`src/design/pwlr_pkg.sv`:
```
// Package with the shared field types and fixed sizes of the ramp generator.
package pwlr_pkg;

  localparam int TIME_W    = 32;
  localparam int WEIGHT_W  = 32;
  localparam int INDEX_W   = 32;
  localparam int DIV_STEPS = 32;
  localparam int DIV_CNT_W = $clog2(DIV_STEPS);

  typedef logic [TIME_W-1:0]          pwlr_time_t;
  typedef logic signed [WEIGHT_W-1:0] pwlr_weight_t;
  typedef logic [INDEX_W-1:0]         pwlr_index_t;

endpackage

```
`src/design/pwlr_if.sv`:
```
// Stream interfaces for breakpoint input and sample output of the ramp generator.
interface pwlr_point_if;
  logic                   valid;
  logic                   ready;
  pwlr_pkg::pwlr_time_t   point_time;
  pwlr_pkg::pwlr_weight_t point_weight;
  logic                   starts_interval;

  modport source(output valid, output point_time, output point_weight,
                 output starts_interval, input ready);
  modport sink(input valid, input point_time, input point_weight,
               input starts_interval, output ready);
endinterface

interface pwlr_sample_if;
  logic                   valid;
  logic                   ready;
  pwlr_pkg::pwlr_time_t   sample_time;
  pwlr_pkg::pwlr_weight_t sample_weight;
  pwlr_pkg::pwlr_index_t  store_index;
  logic                   bad_point;
  logic                   last_of_run;

  modport source(output valid, output sample_time, output sample_weight,
                 output store_index, output bad_point, output last_of_run,
                 input ready);
  modport sink(input valid, input sample_time, input sample_weight,
               input store_index, input bad_point, input last_of_run,
               output ready);
endinterface

```
`src/design/piecewise_linear_ramp_generator.sv`:
```
// Piecewise linear ramp generator: interpolates one weight per time step between breakpoints.
// An interval start or a rejected point goes through S_SINGLE to the output register.
// A ramp point runs the restoring divider for its 32 quotient bits, then emits one sample
// per cycle while the sink accepts samples. A new point is taken only once the previous
// one is done.
// Reset (rst_n low, synchronous) clears the held point, the store index and output valid.
module piecewise_linear_ramp_generator #(
  parameter int MAX_SPAN = 64
) (
  input logic            clk,
  input logic            rst_n,
  pwlr_point_if.sink     in_point,
  pwlr_sample_if.source  out_sample
);

  localparam int SPAN_W = $clog2(MAX_SPAN + 1);
  localparam int TW     = pwlr_pkg::TIME_W;
  localparam int WW     = pwlr_pkg::WEIGHT_W;

  typedef enum logic [1:0] {
    S_IDLE,
    S_SINGLE,
    S_DIV,
    S_EMIT
  } state_t;

  state_t state_r, state_nxt;

  logic                           have_prev_r, have_prev_nxt;
  pwlr_pkg::pwlr_time_t           prev_time_r, prev_time_nxt;
  pwlr_pkg::pwlr_weight_t         prev_weight_r, prev_weight_nxt;
  pwlr_pkg::pwlr_index_t          idx_r, idx_nxt;

  pwlr_pkg::pwlr_time_t           t_r, t_nxt;
  pwlr_pkg::pwlr_weight_t         w_acc_r, w_acc_nxt;
  logic                           bad_r, bad_nxt;
  logic                           neg_r, neg_nxt;
  logic [SPAN_W-1:0]              span_r, span_nxt;
  logic [SPAN_W-1:0]              k_r, k_nxt;
  logic [SPAN_W-1:0]              rem_r, rem_nxt;
  logic [SPAN_W-1:0]              acc_r, acc_nxt;
  logic [WW-1:0]                  quo_r, quo_nxt;
  logic [pwlr_pkg::DIV_CNT_W-1:0] div_cnt_r, div_cnt_nxt;

  logic                           out_valid_r, out_valid_nxt;
  pwlr_pkg::pwlr_time_t           out_time_r, out_time_nxt;
  pwlr_pkg::pwlr_weight_t         out_weight_r, out_weight_nxt;
  pwlr_pkg::pwlr_index_t          out_index_r, out_index_nxt;
  logic                           out_bad_r, out_bad_nxt;
  logic                           out_last_r, out_last_nxt;

  logic                           in_xfer;
  logic                           slot_free;
  logic [TW-1:0]                  diff;
  logic                           reject;
  logic signed [WW:0]             dw;
  logic [WW:0]                    dw_mag;
  logic [SPAN_W:0]                trial;
  logic                           trial_ge;
  logic [SPAN_W:0]                frac_sum;
  logic                           carry;
  pwlr_pkg::pwlr_weight_t         w_step;

  assign in_point.ready = (state_r == S_IDLE);
  assign in_xfer        = in_point.valid && in_point.ready;
  assign slot_free      = !out_valid_r || out_sample.ready;

  assign out_sample.valid         = out_valid_r;
  assign out_sample.sample_time   = out_time_r;
  assign out_sample.sample_weight = out_weight_r;
  assign out_sample.store_index   = out_index_r;
  assign out_sample.bad_point     = out_bad_r;
  assign out_sample.last_of_run   = out_last_r;

  // Point screening and slope magnitude, used at the input transfer.
  assign diff   = in_point.point_time - prev_time_r;
  assign reject = (in_point.point_time <= prev_time_r) || (diff > TW'(MAX_SPAN));
  assign dw     = $signed({in_point.point_weight[WW-1], in_point.point_weight})
                - $signed({prev_weight_r[WW-1], prev_weight_r});
  assign dw_mag = dw[WW] ? (WW+1)'(-dw) : dw;

  // Restoring divider step: |dw| / span, one quotient bit per cycle.
  assign trial    = {rem_r, quo_r[WW-1]};
  assign trial_ge = trial >= {1'b0, span_r};

  // Per-sample step: the fraction k*R/span advances by R and carries at most once.
  assign frac_sum = {1'b0, acc_r} + {1'b0, rem_r};
  assign carry    = frac_sum >= {1'b0, span_r};
  // Truncation toward zero: add Q+carry for rising ramps, subtract it for falling ones.
  assign w_step   = w_acc_r + (neg_r ? ~quo_r : quo_r) + WW'(neg_r ^ carry);

  always_comb begin
    state_nxt       = state_r;
    have_prev_nxt   = have_prev_r;
    prev_time_nxt   = prev_time_r;
    prev_weight_nxt = prev_weight_r;
    idx_nxt         = idx_r;
    t_nxt           = t_r;
    w_acc_nxt       = w_acc_r;
    bad_nxt         = bad_r;
    neg_nxt         = neg_r;
    span_nxt        = span_r;
    k_nxt           = k_r;
    rem_nxt         = rem_r;
    acc_nxt         = acc_r;
    quo_nxt         = quo_r;
    div_cnt_nxt     = div_cnt_r;
    out_valid_nxt   = out_valid_r && !out_sample.ready;
    out_time_nxt    = out_time_r;
    out_weight_nxt  = out_weight_r;
    out_index_nxt   = out_index_r;
    out_bad_nxt     = out_bad_r;
    out_last_nxt    = out_last_r;

    case (state_r)
      S_IDLE: begin
        if (in_xfer) begin
          if (in_point.starts_interval || !have_prev_r) begin
            t_nxt           = in_point.point_time;
            w_acc_nxt       = in_point.point_weight;
            bad_nxt         = 1'b0;
            have_prev_nxt   = 1'b1;
            prev_time_nxt   = in_point.point_time;
            prev_weight_nxt = in_point.point_weight;
            state_nxt       = S_SINGLE;
          end else if (reject) begin
            t_nxt     = in_point.point_time;
            w_acc_nxt = '0;
            bad_nxt   = 1'b1;
            state_nxt = S_SINGLE;
          end else begin
            // The held point can move on now; the ramp starts from the old one.
            t_nxt           = prev_time_r;
            w_acc_nxt       = prev_weight_r;
            neg_nxt         = dw[WW];
            span_nxt        = diff[SPAN_W-1:0];
            quo_nxt         = dw_mag[WW-1:0];
            rem_nxt         = '0;
            acc_nxt         = '0;
            k_nxt           = SPAN_W'(1);
            div_cnt_nxt     = '0;
            prev_time_nxt   = in_point.point_time;
            prev_weight_nxt = in_point.point_weight;
            state_nxt       = S_DIV;
          end
        end
      end
      S_SINGLE: begin
        if (slot_free) begin
          out_valid_nxt  = 1'b1;
          out_time_nxt   = t_r;
          out_weight_nxt = w_acc_r;
          out_index_nxt  = idx_r;
          out_bad_nxt    = bad_r;
          out_last_nxt   = 1'b1;
          if (!bad_r) begin
            idx_nxt = idx_r + 1'b1;
          end
          state_nxt = S_IDLE;
        end
      end
      S_DIV: begin
        rem_nxt     = trial_ge ? SPAN_W'(trial - {1'b0, span_r}) : trial[SPAN_W-1:0];
        quo_nxt     = {quo_r[WW-2:0], trial_ge};
        div_cnt_nxt = div_cnt_r + 1'b1;
        if (div_cnt_r == pwlr_pkg::DIV_CNT_W'(pwlr_pkg::DIV_STEPS - 1)) begin
          state_nxt = S_EMIT;
        end
      end
      S_EMIT: begin
        if (slot_free) begin
          out_valid_nxt  = 1'b1;
          out_time_nxt   = t_r + 1'b1;
          out_weight_nxt = w_step;
          out_index_nxt  = idx_r;
          out_bad_nxt    = 1'b0;
          out_last_nxt   = (k_r == span_r);
          t_nxt          = t_r + 1'b1;
          w_acc_nxt      = w_step;
          acc_nxt        = carry ? SPAN_W'(frac_sum - {1'b0, span_r})
                                 : frac_sum[SPAN_W-1:0];
          idx_nxt        = idx_r + 1'b1;
          k_nxt          = k_r + 1'b1;
          if (k_r == span_r) begin
            state_nxt = S_IDLE;
          end
        end
      end
      default: begin
        state_nxt = S_IDLE;
      end
    endcase
  end

  always_ff @(posedge clk) begin
    if (!rst_n) begin
      state_r       <= S_IDLE;
      have_prev_r   <= 1'b0;
      prev_time_r   <= '0;
      prev_weight_r <= '0;
      idx_r         <= '0;
      out_valid_r   <= 1'b0;
    end else begin
      state_r       <= state_nxt;
      have_prev_r   <= have_prev_nxt;
      prev_time_r   <= prev_time_nxt;
      prev_weight_r <= prev_weight_nxt;
      idx_r         <= idx_nxt;
      out_valid_r   <= out_valid_nxt;
    end
    t_r          <= t_nxt;
    w_acc_r      <= w_acc_nxt;
    bad_r        <= bad_nxt;
    neg_r        <= neg_nxt;
    span_r       <= span_nxt;
    k_r          <= k_nxt;
    rem_r        <= rem_nxt;
    acc_r        <= acc_nxt;
    quo_r        <= quo_nxt;
    div_cnt_r    <= div_cnt_nxt;
    out_time_r   <= out_time_nxt;
    out_weight_r <= out_weight_nxt;
    out_index_r  <= out_index_nxt;
    out_bad_r    <= out_bad_nxt;
    out_last_r   <= out_last_nxt;
  end

  a_span_range: assert property (@(posedge clk) disable iff (!rst_n)
    (state_r == S_DIV || state_r == S_EMIT) |-> (span_r != '0 && span_r <= SPAN_W'(MAX_SPAN)))
    else $error("ramp span out of range");

  a_rem_below_span: assert property (@(posedge clk) disable iff (!rst_n)
    (state_r == S_DIV || state_r == S_EMIT) |-> (rem_r < span_r))
    else $error("divider remainder not below span");

  a_frac_below_span: assert property (@(posedge clk) disable iff (!rst_n)
    (state_r == S_EMIT) |-> (acc_r < span_r && k_r != '0 && k_r <= span_r))
    else $error("ramp fraction or step counter out of range");

  a_bad_result: assert property (@(posedge clk) disable iff (!rst_n)
    (out_valid_r && out_bad_r) |-> (out_weight_r == '0 && out_last_r))
    else $error("error result with nonzero weight or not last");

  a_ramp_end: assert property (@(posedge clk) disable iff (!rst_n)
    (state_r == S_EMIT && slot_free && k_r == span_r) |=>
      (state_r == S_IDLE && out_valid_r && out_last_r && out_weight_r == prev_weight_r))
    else $error("ramp did not end on the breakpoint weight");

endmodule

```
`src/flat_wrapper.sv`:
```
// flat-port wrapper written by rule: the top's interface ports become plain ports
module piecewise_linear_ramp_generator_flat 
#(
  parameter int MAX_SPAN = 64
)
  (clk, rst_n, in_point_valid, in_point_point_time, in_point_point_weight, in_point_starts_interval, in_point_ready, out_sample_valid, out_sample_sample_time, out_sample_sample_weight, out_sample_store_index, out_sample_bad_point, out_sample_last_of_run, out_sample_ready);
  pwlr_point_if in_point_i ();
  pwlr_sample_if out_sample_i ();
  input logic clk;
  input logic rst_n;
  input wire logic [$bits(in_point_i.valid)-1:0] in_point_valid;
  input wire logic [$bits(in_point_i.point_time)-1:0] in_point_point_time;
  input wire logic [$bits(in_point_i.point_weight)-1:0] in_point_point_weight;
  input wire logic [$bits(in_point_i.starts_interval)-1:0] in_point_starts_interval;
  output wire logic [$bits(in_point_i.ready)-1:0] in_point_ready;
  output wire logic [$bits(out_sample_i.valid)-1:0] out_sample_valid;
  output wire logic [$bits(out_sample_i.sample_time)-1:0] out_sample_sample_time;
  output wire logic [$bits(out_sample_i.sample_weight)-1:0] out_sample_sample_weight;
  output wire logic [$bits(out_sample_i.store_index)-1:0] out_sample_store_index;
  output wire logic [$bits(out_sample_i.bad_point)-1:0] out_sample_bad_point;
  output wire logic [$bits(out_sample_i.last_of_run)-1:0] out_sample_last_of_run;
  input wire logic [$bits(out_sample_i.ready)-1:0] out_sample_ready;
  assign in_point_i.valid = in_point_valid;
  assign in_point_i.point_time = in_point_point_time;
  assign in_point_i.point_weight = in_point_point_weight;
  assign in_point_i.starts_interval = in_point_starts_interval;
  assign in_point_ready = in_point_i.ready;
  assign out_sample_valid = out_sample_i.valid;
  assign out_sample_sample_time = out_sample_i.sample_time;
  assign out_sample_sample_weight = out_sample_i.sample_weight;
  assign out_sample_store_index = out_sample_i.store_index;
  assign out_sample_bad_point = out_sample_i.bad_point;
  assign out_sample_last_of_run = out_sample_i.last_of_run;
  assign out_sample_i.ready = out_sample_ready;
  piecewise_linear_ramp_generator #(.MAX_SPAN(MAX_SPAN)) u_core (.clk(clk), .rst_n(rst_n), .in_point(in_point_i), .out_sample(out_sample_i));
endmodule
```
`config.mk`:
```
export PLATFORM = sky130hd
export DESIGN_NAME = piecewise_linear_ramp_generator_flat
export DESIGN_NICKNAME = d
export VERILOG_FILES = /design/src/design/pwlr_pkg.sv /design/src/design/pwlr_if.sv /design/src/design/piecewise_linear_ramp_generator.sv /design/src/flat_wrapper.sv
export SDC_FILE = /design/constraint.sdc
export NUM_CORES = 1
export LEC_CHECK = 0
export BUFFER_PORTS_ARGS = -buffer_cell sky130_fd_sc_hd__buf_2
export CAP_MARGIN = 10
export CORE_ASPECT_RATIO = 0.8
export CORE_UTILIZATION = 68
export CTS_BUF_LIST = sky130_fd_sc_hd__clkbuf_2 sky130_fd_sc_hd__clkbuf_4 sky130_fd_sc_hd__clkbuf_8
export DETAILED_ROUTE_END_ITERATION = 10
export GPL_ROUTABILITY_DRIVEN = 0
export PLACE_DENSITY = 0.87
export SLEW_MARGIN = 15
export SYNTH_ARGS = -nofsm -noshare
export SYNTH_HDL_FRONTEND = slang
export SYNTH_SLANG_ARGS = --single-unit
```
`constraint.sdc`:
```
create_clock -name clk -period 14.05 [get_ports clk]
set_input_delay 2.81 -clock clk [delete_from_list [all_inputs] [get_ports clk]]
set_output_delay 2.81 -clock clk [all_outputs]
set_load 0.005 [all_outputs]
```
=== After elaboration in Yosys (flattened, before gate mapping) ===
Cells that the tools add are included.

* Register bits: 329
* Bits of input ports: 69
* Output and inout port bits: 100

* Magnitude comparators: 4
* Bitwise operators: 4
* Equal/unequal tests: 14
* Muxes and demuxes: 62
* Reductions and logical operators: 25
* $add $sub $neg: 12

{| class="wikitable"
|+ Operator list
! cell !! number
|-
| $mux 32 || 22
|-
| $pmux 32 s2 || 6
|-
| $mux 7 || 10
|-
| $add 32x1->32 const B || 2
|-
| $add 32x32->32 || 2
|-
| $pmux 7 s2 || 3
|-
| $sub 32x32->33 || 1
|-
| $gt 32x7->1 const B || 1
|-
| $le 32x32->1 || 1
|-
| $neg 32->32 || 1
|-
| $not 32->32 || 1
|-
| $sub 32x32->32 || 1
|-
| $ge 8x7->1 || 2
|-
| $mux 5 || 3
|-
| $reduce_and 3->1 || 5
|-
| $mux 2 || 7
|-
| $sub 7x7->7 || 2
|-
| $reduce_and 4->1 || 3
|-
| $ne 2x2->1 const B || 5
|-
| $pmux 5 s2 || 1
|-
| $reduce_and 5->1 || 2
|-
| $add 7x7->8 || 1
|-
| $ne 2x1->1 const B || 4
|-
| $pmux 2 s4 || 1
|-
| 17 further kinds || 34
|}

=== Logic depth before layout (Yosys ltp) ===
Gate-level depths: netlist of the first run.

* Word-level depth: 7
* Depth in mapped cells: 27
* Mapped depth without buffers: 26

=== Worst setup path after synthesis of the first run ===
No wires, ideal clock.

* Path kind: input port to flip-flop
* Start: in in_point_point_time[3]
* End: reg u_core.div_cnt_r[0] (netlist name), enable pin
* Path buffers: 3
* Slack: 6.885 ns
* Stages on the path: 15
* Arrival time: 6.763 ns
* Path through: ha_1 buf_2 a21oi_1 nor2b_1 or4_1 a2111oi_2 o2111ai_1 nor4b_1 nand4_1 nor4b_1 and4_1 buf_2 buf_2 nand2_1 nand2_1

* Longest elaborated chain between the ends: 5
* Elaborated cells on any way between the ends: 6
* Classes of those cells: add/sub: 1; order compare: 2; eq/ne: 1; reduce/logical: 2

{| class="wikitable"
|+ RTL lines
! what !! RTL line !! RTL
|-
| start: declaration || flat_wrapper.sv:12 || <nowiki>input wire logic [$bits(in_point_i.point_time)-1:0] in_point_point_time;</nowiki>
|-
| $sub 32x32->32 || piecewise_linear_ramp_generator.sv:76 || <nowiki>assign diff = in_point.point_time - prev_time_r;</nowiki>
|-
| $gt 32x7->1 || piecewise_linear_ramp_generator.sv:77 || <nowiki>assign reject = (in_point.point_time <= prev_time_r) || (diff > TW'(MAX_SPAN));</nowiki>
|-
| $logic_or 1x1->1 (*) || piecewise_linear_ramp_generator.sv:77 ||
|-
| $ne 2x2->1 (no source line) (*) || - ||
|-
| $reduce_and 4->1 (no source line) (*) || - ||
|-
| end signal: assignment || piecewise_linear_ramp_generator.sv:220 || <nowiki>div_cnt_r <= div_cnt_nxt;</nowiki>
|-
| end: declaration || piecewise_linear_ramp_generator.sv:43 || <nowiki>logic [pwlr_pkg::DIV_CNT_W-1:0] div_cnt_r, div_cnt_nxt;</nowiki>
|}

Mark *: on every way between the ends. The rest lies on a longest branch, timed or not.
A chain may end at the register's enable or synchronous reset.

=== Worst setup path in the final report of the first run ===
* Start: reg u_core.rem_r[0]
* End: reg u_core.w_acc_r[31] (data pin)

* Longest elaborated chain between the ends: 6

{| class="wikitable"
|+ RTL lines
! what !! RTL line !! RTL
|-
| start: declaration || piecewise_linear_ramp_generator.sv:40 || <nowiki>logic [SPAN_W-1:0] rem_r, rem_nxt;</nowiki>
|-
| start signal: assignment || piecewise_linear_ramp_generator.sv:217 || <nowiki>rem_r <= rem_nxt;</nowiki>
|-
| $add 7x7->8 || piecewise_linear_ramp_generator.sv:87 || <nowiki>assign frac_sum = {1'b0, acc_r} + {1'b0, rem_r};</nowiki>
|-
| $ge 8x7->1 || piecewise_linear_ramp_generator.sv:88 || <nowiki>assign carry = frac_sum >= {1'b0, span_r};</nowiki>
|-
| $xor 1x1->1 || piecewise_linear_ramp_generator.sv:90 || <nowiki>assign w_step = w_acc_r + (neg_r ? ~quo_r : quo_r) + WW'(neg_r ^ carry);</nowiki>
|-
| $add 32x32->32 || piecewise_linear_ramp_generator.sv:90 ||
|-
| $mux 32 || piecewise_linear_ramp_generator.sv:171 || <nowiki>if (slot_free) begin</nowiki>
|-
| $pmux 32 s2 || piecewise_linear_ramp_generator.sv:115 || <nowiki>case (state_r)</nowiki>
|-
| via u_core.w_acc_nxt[31] || piecewise_linear_ramp_generator.sv:35 || <nowiki>pwlr_pkg::pwlr_weight_t w_acc_r, w_acc_nxt;</nowiki>
|-
| end signal: assignment || piecewise_linear_ramp_generator.sv:212 || <nowiki>w_acc_r <= w_acc_nxt;</nowiki>
|-
| end: declaration || piecewise_linear_ramp_generator.sv:35 ||
|}

The timed path passes the listed nets, and every way through them passes these cells. The select of a mux whose other input is x is not followed.

==> summary.md, run 1 <==
| Metric | Value |
|---|---|
| Hold crit path type | reg -> reg |
| Congestion Overflow GR | 0 |
| Setup-failing EPs final | 0 |
| CTS H-tree depth | 2 |
| Slowest CP cell | o31ai_1 |
| P&R area growth vs syn | 8.95% |
| Synth Instances | 2443 |
| Cell Area, Synth | between 0.02 and 0.025 mm² |
| FFs w/ async S/R, synth | 0% |
| RSZ-0062 raised after global routing | false |
| Die Y | roughly 160 µm |
| Hold-fix buffers, CTS | 0 |
| Avg Cell Area, Syn | about 9.1 µm² |
| VDD IR max | 0.0000911 V |
| Status | finished, final reports clean |
| EDFF count, synth | between 200 and 250 |
| Post-synthesis adder-cell area fraction | approximately 7.4% |
| Max Cap Viol | 0 |
| Cell mode on critical path | xnor2_1 |
| Hold Path End | u_core.prev_weight_r[17] |
| Share of layout cells above drive strength 1 | between 10% and 20% |
| Worst-margin pin slew | between 1 and 1.5 ns |
| Root buffer cell | clkbuf_8 |
| Vias in the first global route | around 18000 |
| Critical Path Fanout Max | 14 |
| Final worst path period share | ~51% |
| Post-route core utilization | 76.2% |
| Initial core utilization | a little over two thirds |
| Min-delay src | u_core.prev_weight_r[17] |
| Vias | around 20000 |
| Worst setup EP type | flop |
| Drt via density | 6.47 |
| Port buffer count | 168 |
| Num CTS Buffers | 50 |
| Part of the Yosys area used for sequential elements | 39.9% |
| Worst Reg2Reg Path Length in Cells | 25 |
| Row count | between 50 and 60 |
| CTS tree | done |
| Setup Skew | 0.0350 ns |
| Worst EP required | about 14 ns |
| Final ANT Viol Nets | 0 |
| Setup Fix Bufs, Post-CTS | 0 |
| Die ar. | about 0.033 mm² |
| GRT Overall Usage | a little over a third |
| Final instance area | ~0.024 mm² |
| Hold WS | between 0.4 and 0.5 ns |
| Unique masters post-synth | 79 |
| Critical Path Source Type | flop |
| Largest family of logic cells by synthesized area | simple AND/OR/NAND/NOR gates |
| Pwr Density | around 110 mW/mm² |
| Yosys warns | 0 |
| Initial DRC Count | 2632 |
| R2R Path Start | u_core.rem_r[0] |
| Mux cell area share after synthesis | roughly 3.6% |
| Core footprint | about 0.032 mm² |
| Dpl hpwl | ~45000 µm |
| WP data arrival | 7.58 ns |
| Critical path's top delay family | compound AO/OA/AOI/OAI gates |
| Final Hold Violating Endpoints | 0 |
| Post-DP Area | ~0.023 mm² |
| Syn Nets | 2640 |
| Nets | approximately 2800 |
| Largest buffer count on any clock path | 3 |
| WL final | between 60000 and 70000 µm |
| Worst R2R Setup Slack | just under 7 ns |
| Post-synthesis simple-gate area fraction | 19.3% |
| Largest stage delay, worst path | 0.80 ns |
| Largest net degree at the start of global routing | 99 |
| Leak | around 0.0095 µW |
| Clock latency on the worst-skew pair | 0.64 ns |
| I/O Pins | approximately 170 |
| XOR/XNOR Fraction of Synth Area | a little under a tenth |
| Compound-Gate Fraction of Synth Area | roughly 16% |
| Wire per inst | 20.5 µm |
| Critical path class | reg -> reg |
| Tmin final | approximately 7.2 ns |
| First-pass GRT wire length | 95500 µm |
| Fin Setup TNS | 0 ns |
| Fmax | between 100 and 150 MHz |
| Hold Crit Depth | 2 |
| Buf/Inv on CP | 2 |
| Initial antenna violation count | 2 |
| Clock sinks | roughly 330 |
| FF-to-FF End | u_core.w_acc_r[31] |
| Max-slew violations | 0 |
| Detailed Routing Iterations Pass 1 | 6 |
| # resized after CTS | 0 |
| Residual DRC count | 0 |
| Die Wd | slightly above 200 µm |
| #FFs+latches synth | ~330 |
| Main synth FF type | edfxtp_1 |
| Clock-pin transition on the worst setup and hold timing paths | ~0.07 ns |
| Rel. slew slack | about a quarter |
[routing by layer]
| metal | global-route usage, % | wire, µm | part of all wire [%] |
|---|---|---|---|
| met5 | 0 | 0 | 0 |
| met4 | 9.80 | 1550 | 2.5 |
| met3 | 12.5 | 9500 | 15 |
| met2 | 51.3 | 24900 | 40 |
| met1 | 53.1 | 26000 | 42 |
[how the worst max path moves through the flow]
| stage | start | to | slack (ns) | depth (start not counted) |
|---|---|---|---|---|
| final | u_core.rem_r[0] | u_core.w_acc_r[31] | 6.83 | 25 |
| after global routing | u_core.rem_r[0] | u_core.w_acc_r[30] | 6.40 | 27 |
| after CTS | u_core.rem_r[0] | u_core.w_acc_r[30] | 7.04 | 27 |
| after detailed placement | in_point_point_time[0] | u_core.prev_weight_r[28] | 6.74 | 17 |
| after global placement | in_point_point_time[0] | u_core.prev_time_r[20] | 6.95 | 17 |
| after floorplan | in_point_point_time[3] | u_core.div_cnt_r[0] | 6.88 | 15 |
[cell families after synthesis]
family | Yosys count
compound gates | 534
xor+xnor | 236
fa+ha+maj | 128
buf+inv | 237
flops | 329
mux | 80
simple gates | 899
[flip-flops by register name (all words and copies together) (netlist names)]
signal	flops
u_core.prev_weight_r	32
u_core.span_r	7
u_core.out_sample.store_index	32
u_core.state_r	2
u_core.quo_r	32
u_core.div_cnt_r	5
u_core.have_prev_r	1
u_core.k_r	7
u_core.rem_r	7
u_core.neg_r	1
u_core.acc_r	7
u_core.w_acc_r	32
u_core.idx_r	32
u_core.prev_time_r	32
u_core.out_sample.bad_point	1
u_core.bad_r	1
u_core.out_sample.sample_weight	32
u_core.out_sample.last_of_run	1
u_core.t_r	32
u_core.out_sample.valid	1
u_core.out_sample.sample_time	32
[synthesized netlist by cell type (7+ instances only)]
cell	instances	share of area, %
a211oi_1	13	0.44
a21boi_0	7	0.24
a21boi_1	12	0.41
a21o_1	45	1.5
a21oi_1	146	3.3
a31o_2	8	0.32
a31oi_1	17	0.48
and2_1	45	1.3
and3_1	32	0.90
and4_1	13	0.51
buf_1	11	0.19
buf_12	7	0.63
buf_2	15	0.34
clkbuf_1	85	1.4
dfxtp_1	100	9.0
edfxtp_1	229	31
fa_1	7	0.63
ha_1	121	6.8
inv_1	118	2.0
mux2i_1	79	3.6
nand2_1	375	6.3
nand2b_1	17	0.48
nand3_1	83	1.9
nand3b_1	19	0.64
nand4_1	39	1.1
nor2_1	158	2.7
nor2b_1	23	0.65
nor3_1	30	0.68
nor4_1	8	0.23
o211ai_1	43	1.5
o21a_1	21	0.71
o21ai_0	84	1.9
o21ai_1	22	0.50
o21bai_1	19	0.64
o311ai_1	13	0.51
o31a_1	24	0.95
o31ai_1	8	0.27
or2_2	9	0.25
or3_1	18	0.51
xnor2_1	138	5.4
xor2_1	98	3.9
[worst min-delay path, delay by kind of cell, from the launching register on]
kind	cells	cell delay [ns]
flops	1	0.30
mux	1	0.05
simple gates	1	0.05
[power breakdown]
part,switching [µW],internal (µW)
Sequential,34.4,1100
Clock,405,441
Combinational,375,228
Total,814,1770
[stage by stage]
stage | total power [µW] | instances | setup WS, ns
6_report | 2590 | 3018 | 6.83
5_1_grt | 2680 | 3018 | 6.40
4_1_cts | 2570 | 3016 | 7.04
3_5_place_dp | 1730 | 2926 | 6.74
3_3_place_gp | 1710 | 2926 | 6.95
2_1_floorplan | 1570 | 2443 | 6.88
[layout make-up]
| type | count | area, µm² |
|---|---|---|
| diodes | 2 | 5.00 |
| clock buffers | 71 | 908 |
| clock inverters | 19 | 153 |
| fillers | 2149 | 7560 |
| inverters | 118 | 443 |
| multi-input cells | 1877 | 12400 |
| flip-flops and latches | 329 | 8880 |
| well taps | 420 | 526 |
| repair buffers | 182 | 948 |
[cell usage in the layout, fill, tap and decap left out, types with 39 or more instances in the layout]
master	count
xor2_1	98
o211ai_1	43
mux2i_1	79
xnor2_1	138
a21oi_1	146
inv_1	118
nor2_1	158
o21ai_0	84
nand3_1	83
ha_1	121
a21o_1	45
edfxtp_1	229
dfxtp_1	100
clkbuf_8	60
nand2_1	372
buf_2	167
and2_1	44
nand4_1	39
Note: power is estimated with default switching activity, not from simulation.
==> run 2: changes to the inputs <==
CORE_UTILIZATION = 63   (was 68)
PLACE_DENSITY = 0.81   (was 0.87)
clock period = 6.8 ns   (was 14.05 ns; I/O delays follow)
==> summary.md, run 2 (synthesis results as in run 1) <==
| Metric | Value |
|---|---|
| Clock sinks | 329 |
| Setup-failing EPs final | 0 |
| Max-slew violations | 0 |
| Fin Setup TNS | 0 ns |
| Critical path's top delay family | compound AO/OA/AOI/OAI gates |
| # resized after CTS | 0 |
| Dpl hpwl | approximately 43000 µm |
| Die ar. | 0.0361 mm² |
| Crit path depth | 26 |
| Final std cells w/o fill | just over 3000 |
| Row count | around 60 |
| Final ANT Viol Nets | 0 |
| Largest stage delay, worst path | ~0.46 ns |
| Slowest CP cell | edfxtp_1 |
| Tot Pwr | between 5000 and 6000 µW |
| Worst R2R Setup Slack | 0.36 ns |
| Most frequent cells in the layout | nand2_1 (372), edfxtp_1 (229), buf_2 (167), nor2_1 (158), a21oi_1 (144) |
| I/O Pins | between 150 and 200 |
| Status | finished, final reports clean |
| Nets | around 2800 |
| P&R area growth vs syn | 10.1% |
| Max Cap Viol | 0 |
| Critical path origin | u_core.rem_r[0] |
| Pwr Density | about 220 mW/mm² |
| Num CTS Buffers | just over 50 |
| Commonest non-fill, non-tap cell in the layout | nand2_1 |
| Post-route core utilization | a little over two thirds |
| First-pass GRT wire length | approximately 91000 µm |
| FF-to-FF End | u_core.w_acc_r[30] |
| Rel. slew slack | between 30% and 40% |
| Port buffer count | 168 |
| Worst Reg2Reg Path Length in Cells | 26 |
| VDD IR max | roughly 0.00022 V |
| R2R Path Start | u_core.rem_r[0] |
| Clock latency on the worst-skew pair | around 0.65 ns |
| Capture point of the worst path | u_core.w_acc_r[30] |
| GRT Overall Usage | between 30% and 40% |
| Worst setup EP type | flop |
| Final Hold Violating Endpoints | 0 |
| Hold crit path type | reg -> reg |
| Root buffer cell | clkbuf_8 |
| Worst-margin pin slew | approximately 0.94 ns |
| Vias in the first global route | approximately 17000 |
| Initial antenna violation count | 4 |
| Core footprint | ~0.035 mm² |
| Placed Cells | just under 3000 |
| Share of layout cells above drive strength 1 | roughly 12% |
| Initial DRC Count | around 2000 |
| Setup Skew | 0.0327 ns |
| Leak | around 0.0096 µW |
| Wire per inst | between 15 and 20 µm |
| Final worst path period share | 94.8% |
| Hold-fix buffers, CTS | 0 |
| Clock-pin transition on the worst setup and hold timing paths | 0.07 ns |
| RSZ-0062 raised after global routing | false |
| CTS H-tree depth | 2 |
| CTS tree | done |
| Detailed Routing Iterations Pass 1 | 6 |
| Congestion Overflow GR | 0 |
| Critical path class | reg -> reg |
| WP data arrival | ~6.8 ns |
| Die Wd | 212 µm |
| Vias | 18800 |
| Critical Path Fanout Max | 5 |
| Residual DRC count | 0 |
| WL final | 57400 µm |
| Critical Path Source Type | flop |
| Largest buffer count on any clock path | 3 |
| Die Y | between 150 and 200 µm |
| Tmin final | 6.44 ns |
| Largest net degree at the start of global routing | 100 |
| Drt via density | 6.12 |
| Hold WS | between 0.4 and 0.5 ns |
| Initial core utilization | around 64% |
| Setup Fix Bufs, Post-CTS | 0 |
| Worst EP required | a little over 7 ns |
| Fmax | 155 MHz |
| Buf/Inv on CP | 2 |
-- run 2: changes by cell type in the layout (fill, tap and decap cells not counted), sizes merged --
cell      delta
bufinv       +6
clkinv       +6
diode        -1
buf          +4
clkinvlp     -1
clkbuf       -5
-- run 2: worst register-to-register path: stages (launching register included) --
cell and delay, ns:
edfxtp_1 0.46, ha_1 0.26, fa_1 0.41, a21o_1 0.20
a21oi_1 0.24, xnor2_1 0.21, ha_1 0.32, inv_1 0.10
o21bai_1 0.08, a21oi_1 0.24, o21ai_0 0.23, a2111oi_4 0.40
xor2_1 0.23, fa_1 0.22, inv_1 0.05, fa_1 0.46
a211oi_2 0.32, o21bai_1 0.14, a21oi_2 0.28, o211ai_1 0.22
a21oi_1 0.17, o21bai_1 0.10, o41ai_2 0.32, o21ai_0 0.17
xor2_1 0.17, nand2_1 0.10, o21ai_1 0.08
-- run 2: worst min-delay path by stage --
stage / start / endpoint / slack (ns) / cells past startpoint
2_1_floorplan: u_core.idx_r[31] / u_core.out_sample.store_index[31] / 0.42 / 0
3_3_place_gp: u_core.idx_r[31] / u_core.out_sample.store_index[31] / 0.43 / 0
3_5_place_dp: u_core.idx_r[31] / u_core.out_sample.store_index[31] / 0.44 / 0
4_1_cts: u_core.prev_weight_r[25] / u_core.prev_weight_r[25] / 0.46 / 2
5_1_grt: u_core.prev_weight_r[28] / u_core.prev_weight_r[28] / 0.48 / 2
6_report: u_core.prev_weight_r[3] / u_core.prev_weight_r[3] / 0.46 / 2
-- run 2: cell type report --
class                   instances  area [µm²]
diodes                          1        2.50
clock buffers                  66         846
clock inverters                30         353
fillers                      2614       10200
inverters                     118         443
multi-input cells            1877       12400
flip-flops and latches        329        8880
well taps                     472         591
repair buffers                186         978
-- run 2: stage by stage --
step	worst slack, ns	cell area, µm²
after floorplan	0.322	22200
after global placement	0.501	23300
after detailed placement	0.167	23300
after CTS	0.0681	24500
after global routing	0.0581	24500
final	0.355	24500
-- run 2: where the power goes --
group	switching [µW]	internal, µW
Clock	849	1100
Combinational	724	470
Sequential	67.7	2280
-- run 2: layer usage --
metal,share of wire (%),wire [µm],GRT usage [%]
met4,2.2,1280,7.97
met2,41,23600,45.7
met1,45,25900,47.1
met3,12,6630,7.82
met5,0.031,18,0
